### config.mk
export PLATFORM = sky130hd
export DESIGN_NAME = signed_binary_to_decimal_ascii
export DESIGN_NICKNAME = d
export VERILOG_FILES = /design/src/rtl/sb2dec_pkg.sv /design/src/rtl/sb2dec_dp.sv /design/src/rtl/sb2dec_ctrl.sv /design/src/rtl/signed_binary_to_decimal_ascii.sv
export SDC_FILE = /design/constraint.sdc
export NUM_CORES = 1
export LEC_CHECK = 0
export BUFFER_PORTS_ARGS = -buffer_cell sky130_fd_sc_hd__buf_2
export CAP_MARGIN = 40
export CORE_MARGIN = 5
export CORE_UTILIZATION = 45
export DETAILED_ROUTE_END_ITERATION = 16
export PLACE_DENSITY = 0.75
export SLEW_MARGIN = 0
export SYNTH_ARGS = -nofsm -noshare
export SYNTH_HDL_FRONTEND = slang
export SYNTH_HIERARCHICAL = 1
export SYNTH_SLANG_ARGS = --single-unit
### constraint.sdc
create_clock -name clk_i -period 3 [get_ports clk_i]
set_clock_uncertainty 0.15 [all_clocks]
set_input_delay 0.6 -clock clk_i [delete_from_list [all_inputs] [get_ports clk_i]]
set_output_delay 0.6 -clock clk_i [all_outputs]
set_load 0.05 [all_outputs]
### src/rtl/sb2dec_pkg.sv
// Package: shared types, constants and the BCD adjust function for the decimal text converter.
package sb2dec_pkg;

  localparam int unsigned ValueW    = 64;
  localparam int unsigned NumDigits = 19;
  localparam int unsigned BcdW      = 4 * NumDigits;
  localparam int unsigned BitCntW   = $clog2(ValueW);
  localparam int unsigned DigCntW   = $clog2(NumDigits + 1);
  localparam int unsigned CharW     = 8;

  localparam logic [CharW-1:0] CharZero  = 8'd48;
  localparam logic [CharW-1:0] CharMinus = 8'd45;

  typedef enum logic [2:0] {
    StIdle,
    StConv,
    StSkip,
    StSign,
    StEmit
  } state_e;

  typedef struct packed {
    logic load;
    logic conv;
    logic shift_dig;
    logic emit_sign;
  } cmd_t;

  typedef struct packed {
    logic conv_last;
    logic top_zero;
    logic one_left;
    logic neg;
  } sts_t;

  function automatic logic [BcdW-1:0] bcd_adjust(input logic [BcdW-1:0] bcd);
    logic [BcdW-1:0] res;
    res = bcd;
    for (int i = 0; i < NumDigits; i++) begin
      if (bcd[4*i +: 4] >= 4'd5) begin
        res[4*i +: 4] = bcd[4*i +: 4] + 4'd3;
      end
    end
    return res;
  endfunction

endpackage

### src/rtl/sb2dec_dp.sv
// Datapath: magnitude, shift-add-3 BCD register, digit counter and character output.
module sb2dec_dp (
  input  logic                              clk_i,
  input  logic                              rst_ni,
  input  sb2dec_pkg::cmd_t                  cmd_i,
  output sb2dec_pkg::sts_t                  sts_o,
  input  logic [sb2dec_pkg::ValueW-1:0]     value_i,
  output logic [sb2dec_pkg::CharW-1:0]      char_code_o,
  output logic                              last_char_o
);
  import sb2dec_pkg::*;

  logic [ValueW-1:0]  mag_q, mag_d;
  logic [BcdW-1:0]    bcd_q, bcd_d, bcd_adj;
  logic [BitCntW-1:0] bit_cnt_q, bit_cnt_d;
  logic [DigCntW-1:0] dig_cnt_q, dig_cnt_d;
  logic               neg_q, neg_d;

  assign bcd_adj = bcd_adjust(bcd_q);

  always_comb begin
    mag_d     = mag_q;
    bcd_d     = bcd_q;
    bit_cnt_d = bit_cnt_q;
    dig_cnt_d = dig_cnt_q;
    neg_d     = neg_q;
    if (cmd_i.load) begin
      neg_d     = value_i[ValueW-1];
      mag_d     = value_i[ValueW-1] ? (~value_i + ValueW'(1)) : value_i;
      bcd_d     = '0;
      bit_cnt_d = '0;
      dig_cnt_d = DigCntW'(NumDigits);
    end else if (cmd_i.conv) begin
      bcd_d     = {bcd_adj[BcdW-2:0], mag_q[ValueW-1]};
      mag_d     = {mag_q[ValueW-2:0], 1'b0};
      bit_cnt_d = bit_cnt_q + BitCntW'(1);
    end else if (cmd_i.shift_dig) begin
      bcd_d     = {bcd_q[BcdW-5:0], 4'd0};
      dig_cnt_d = dig_cnt_q - DigCntW'(1);
    end
  end

  always_ff @(posedge clk_i or negedge rst_ni) begin
    if (!rst_ni) begin
      bit_cnt_q <= '0;
      dig_cnt_q <= '0;
      neg_q     <= 1'b0;
    end else begin
      bit_cnt_q <= bit_cnt_d;
      dig_cnt_q <= dig_cnt_d;
      neg_q     <= neg_d;
    end
  end

  always_ff @(posedge clk_i) begin
    mag_q <= mag_d;
    bcd_q <= bcd_d;
  end

  assign sts_o.conv_last = (bit_cnt_q == BitCntW'(ValueW - 1));
  assign sts_o.top_zero  = (bcd_q[BcdW-1 -: 4] == 4'd0);
  assign sts_o.one_left  = (dig_cnt_q == DigCntW'(1));
  assign sts_o.neg       = neg_q;

  assign char_code_o = cmd_i.emit_sign ? CharMinus : (CharZero + {4'd0, bcd_q[BcdW-1 -: 4]});
  assign last_char_o = !cmd_i.emit_sign && sts_o.one_left;

endmodule

### src/rtl/sb2dec_ctrl.sv
// Controller: state machine that sequences load, conversion, zero skip and character output.
module sb2dec_ctrl (
  input  logic             clk_i,
  input  logic             rst_ni,
  input  logic             start,
  output logic             busy,
  output logic             valid_o,
  output sb2dec_pkg::cmd_t cmd_o,
  input  sb2dec_pkg::sts_t sts_i
);
  import sb2dec_pkg::*;

  state_e state_q, state_d;

  always_ff @(posedge clk_i or negedge rst_ni) begin
    if (!rst_ni) begin
      state_q <= StIdle;
    end else begin
      state_q <= state_d;
    end
  end

  always_comb begin
    state_d = state_q;
    cmd_o   = '0;
    valid_o = 1'b0;
    busy    = 1'b1;
    unique case (state_q)
      StIdle: begin
        busy = 1'b0;
        if (start) begin
          cmd_o.load = 1'b1;
          state_d    = StConv;
        end
      end
      StConv: begin
        cmd_o.conv = 1'b1;
        if (sts_i.conv_last) begin
          state_d = StSkip;
        end
      end
      StSkip: begin
        if (sts_i.top_zero && !sts_i.one_left) begin
          cmd_o.shift_dig = 1'b1;
        end else begin
          state_d = sts_i.neg ? StSign : StEmit;
        end
      end
      StSign: begin
        valid_o         = 1'b1;
        cmd_o.emit_sign = 1'b1;
        state_d         = StEmit;
      end
      StEmit: begin
        valid_o         = 1'b1;
        cmd_o.shift_dig = 1'b1;
        if (sts_i.one_left) begin
          state_d = StIdle;
        end
      end
      default: state_d = StIdle;
    endcase
  end

  a_start_busy: assert property (@(posedge clk_i) disable iff (!rst_ni)
    (start && !busy) |=> (state_q == StConv))
    else $error("accepted transaction did not enter conversion");

  a_last_idle: assert property (@(posedge clk_i) disable iff (!rst_ni)
    (state_q == StEmit && sts_i.one_left) |=> (state_q == StIdle))
    else $error("controller did not return to idle after last character");

  a_sign_emit: assert property (@(posedge clk_i) disable iff (!rst_ni)
    (state_q == StSign) |=> (state_q == StEmit && valid_o))
    else $error("sign not followed by a digit");

  a_conv_skip: assert property (@(posedge clk_i) disable iff (!rst_ni)
    (state_q == StConv && sts_i.conv_last) |=> (state_q == StSkip))
    else $error("conversion did not end after the last bit");

endmodule

### src/rtl/signed_binary_to_decimal_ascii.sv
// Top level: signed 64-bit integer to decimal ASCII character stream.
//
//  channel  | handshake             | payload
//  ---------+-----------------------+-------------------------------
//  input    | start / busy          | value_i[63:0] (signed)
//  result   | valid_o strobe        | char_code_o[7:0], last_char_o
//
// A transaction is taken when start is high and busy is low; that cycle loads the value.
// Each value is shifted bit by bit into the 19-digit BCD register with shift-add-3, then
// the controller settles on the first digit, skipping leading zero digits but keeping at
// least the last one, and emits the digits one each, preceded by '-' when negative.
// Reset is asynchronous and returns the controller to idle; no clearing pass.
// Results appear for one cycle each; the receiver cannot stall.
module signed_binary_to_decimal_ascii (
  input  logic                              clk_i,
  input  logic                              rst_ni,
  input  logic                              start,
  output logic                              busy,
  input  logic [sb2dec_pkg::ValueW-1:0]     value_i,
  output logic                              valid_o,
  output logic [sb2dec_pkg::CharW-1:0]      char_code_o,
  output logic                              last_char_o
);
  import sb2dec_pkg::*;

  cmd_t cmd;
  sts_t sts;

  sb2dec_ctrl u_ctrl (
    .clk_i  (clk_i),
    .rst_ni (rst_ni),
    .start  (start),
    .busy   (busy),
    .valid_o(valid_o),
    .cmd_o  (cmd),
    .sts_i  (sts)
  );

  sb2dec_dp u_dp (
    .clk_i      (clk_i),
    .rst_ni     (rst_ni),
    .cmd_i      (cmd),
    .sts_o      (sts),
    .value_i    (value_i),
    .char_code_o(char_code_o),
    .last_char_o(last_char_o)
  );

endmodule
==> flow_summary_export.csv <==
group,metric,value,unit
synthesis,netlist_area,9860,µm²
timing,finalCritPeriodShare,91.5,%
pwr,power_density,1010,nW/µm²
timing,hold_viol,0,
clock_network,clock_sinks,155,
synthesis,yosysUniqueCellTypes,51,
clock_network,clockBufferDepth,2,
cells_and_area,fill_cells,1964,
detailed_routing,vias,8476,
cells_and_area,antenna_cells,0,
floorplan,coreArea,21700,µm²
synthesis,ys_seq_area_share,38.7,%
run_status,status,"complete, no violations",
setup_path,worst_r2r_path_depth,11,
place,dp_hpwl,14.8,mm
detailed_routing,wl_per_cell,14.8,µm
setup_path,r2r_start,"u_dp/dig_cnt_q[0]$_DFFE_PN0P_",
worst_hold_path,holdPathStages,2,
detailed_routing,drc,0,
detailed_routing,postRouteAntennaNets,0,
setup_path,timing.critical_path.to_type,"flip-flop",
synthesis,synth_top_area_share,19.5,%
synthesis,yosys.area.top_type,"edfxtp_1",
pwr,pwr-share-clk,17.6,%
timing,drv_slew,0,
timing,relSlewSlack,63.0,%
floorplan,die_area,25000,µm²
setup_path,crit_type,"in2reg",
cells_and_area,multi_input_area,5590,µm²
cells_and_area,area_growth_syn_to_layout,14.2,%
place,numPlacedInstances,1453,
detailed_routing,viasPerCell,5.70,
detailed_routing,wl,22.0,mm
timing,rsz0062_at_grt,"no",
pwr,ir_worst_vdd,0.502,mV
clock_network,cts_tree,"yes",
detailed_routing,dr.pass1.iters,5,
setup_path,cp.required,3.01,ns
synthesis,yosys_warnings,6,
pwr,p_int,0.00685,W
global_routing,antenna_found_initial,0,
pwr,power_frac_seq,38.1,%
clock_network,clkTransAtPathRegs,0.07,ns
global_routing,grt_overflow,0,
pwr,p_leak,4.38,nW
pwr,power_switching,0.00450,W
floorplan,chipHeight,158,µm
cells_and_area,drive_gt1_share,14.7,%
synthesis,syn_area_per_cell,8.74,µm²
timing,setup_viol,0,
clock_network,cts_root_buf,"clkbuf_16",
timing,min_period,2.75,ns
detailed_routing,drt-initial-drc-count,685,
floorplan,io_pins,78,
floorplan,die_w,158,µm
place,routabilityCongestion,0.892,
timing,tightestPinTransition,0.550,ns
clock_network,cts.htree.levels,4,
synthesis,synth_ff_type,"dfxtp_1",
clock_network,insertion_delay,0.42,ns
pwr,comb_power_share,44.3,%
timing,fin_setup_tns,0,ns
synthesis,synthTopCellsByArea,"edfxtp_1, dfxtp_1, a211oi_1",
pwr,swShare,39.7,%
worst_hold_path,hold_class,"reg2reg",
global_routing,first_global_vias,8103,
place,portBuffers,74,
global_routing,grt_usage,18.1,%
setup_path,arrival,2.76,ns
synthesis,async_flop_share,9.68,%
floorplan,initial_core_util,45.4,%
synthesis,synth-edff-count,64,
synthesis,syn_inst,1128,
setup_path,cp-start-kind,"primary input",
global_routing,grt_max_degree,95,
floorplan,rows,54,
setup_path,critPathLaunch,"value_i[0]",
global_routing,grt_pass1_wl,38.0,mm
timing,fmax,364,MHz
flow_run,maxCapViolCount,0,
cells_and_area,fin_cells,1486,
cells_and_area,nets,1302,
synthesis,ys_ff_latch,155,
clock_network,numCtsBuffers,17,
cells_and_area,ff_latch_area,3820,µm²
setup_path,path_max_fanout,5,
worst_hold_path,worstHoldStart,"u_dp/mag_q[63]$_DFFE_PP_",
==> flip-flops by register name (all words and copies together) (netlist names) <==
| register | flops |
|---|---|
| u_ctrl/state_q | 3 |
| u_dp/bcd_q | 76 |
| u_dp/bit_cnt_q | 6 |
| u_dp/dig_cnt_q | 5 |
| u_dp/mag_q | 64 |
| u_dp/neg_q | 1 |
==> synthesized netlist by cell type (7+ instances only) <==
library cell	instances
a211oi_1	108
a21oi_1	142
a32oi_1	18
buf_1	14
clkbuf_1	53
dfrtp_1	15
dfxtp_1	76
edfxtp_1	64
ha_1	42
inv_1	47
nand2_1	32
nand2b_1	25
nand3_1	8
nand4_1	7
nor2_1	152
nor2b_1	21
nor3b_1	40
nor4_1	9
o21ai_0	58
o31ai_1	14
o41ai_1	9
o41ai_2	8
or2_2	8
or3_1	11
or4_1	16
xnor2_1	24
xor2_1	64
==> cells in the final DEF (no fill, tap or decap), types with 11 or more instances in the layout <==
cell,instances
or4_1,16
inv_1,47
nor3b_1,39
buf_2,74
a32oi_1,18
nor2b_1,19
nand2b_1,25
dfxtp_1,76
buf_4,37
dfrtp_1,15
edfxtp_1,64
xnor2_1,24
or3_1,11
a211oi_1,108
ha_1,42
clkbuf_16,17
xor2_1,64
a21oi_1,141
nand2_1,32
nor2_1,152
o21ai_0,58
o31ai_1,14
==> cell type report <==
cell class              instances  share of cell area [%]
multi-input cells             854                    49.7
clock buffers                  17                    3.78
repair buffers                118                    6.91
flip-flops and latches        155                    33.9
well taps                     280                    3.11
inverters                      47                    1.57
clock inverters                15                    1.03
==> routing by layer <==
layer	track usage, %	share of wire (%)	up-vias
li1	-	-	4256
met1	25.0	46	3974
met2	29.4	48	226
met3	3.61	5.4	20
met4	4.35	0.95	0
met5	0	0	-
==> power by group through the flow <==
stage                     Combinational, W  Clock [W]  Sequential, W
final                              0.00504    0.00199        0.00432
after global routing               0.00578    0.00215        0.00446
after CTS                          0.00507    0.00205        0.00432
after detailed placement           0.00500          0        0.00435
after global placement             0.00483          0        0.00432
after floorplan                    0.00411          0        0.00411
==> worst paths after layout <==
check,end,slack [ns]
max,u_dp/mag_q[60]$_DFFE_PP_,0.25
min,u_dp/bcd_q[0]$_SDFFE_PP0P_,0.33
max reg2reg,u_dp/bcd_q[50]$_SDFFE_PP0P_,0.33
min reg2reg,u_dp/bcd_q[0]$_SDFFE_PP0P_,0.33
max in group asynchronous,u_dp/dig_cnt_q[1]$_DFFE_PN0P_,1.99
min in group asynchronous,u_ctrl/state_q[0]$_DFFE_PN0P_,0.45
==> per-stage QoR <==
step / area (µm²) / total power, W / util, % / hold WS (ns) / setup WS, ns
after floorplan: 9860 / 0.00821 / - / 0.154 / 0.00915
after global placement: 10700 / 0.00915 / 49.4 / 0.317 / -0.0448
after global routing: 11300 / 0.0124 / 51.9 / 0.346 / 0.0214
after detailed placement: 10700 / 0.00934 / 49.4 / 0.318 / -0.106
after CTS: 11300 / 0.0114 / 51.9 / 0.336 / 0.213
final: 11300 / 0.0114 / 51.9 / 0.329 / 0.255
==> worst max-delay path, cell delays in order <==
cell and delay [ns]:
buf_2 0.10, inv_1 0.05, ha_1 0.16, or3b_2 0.50, nor4_4 0.26, buf_4 0.18, nand4_1 0.24, o21ai_0 0.35
xor2_1 0.22, a21oi_1 0.10
==> repair_timing <==
action / in CTS / in global routing
setup buffers: 0 / 0
gates resized for setup: 0 / 1
endpoints found under the setup margin: 0 / 4
hold buffers: 1 / 0
hold endpoints to repair: 15 / 0
==> cell families after synthesis <==
logic type      synth area share, %
mux                           0.317
other cells                  0.0762
xor+xnor                       7.82
simple gates                   19.2
compound gates                 23.7
buf+inv                        4.81
fa+ha+maj                      5.33
flops                          38.7
Power figures use the tool's default switching activity.
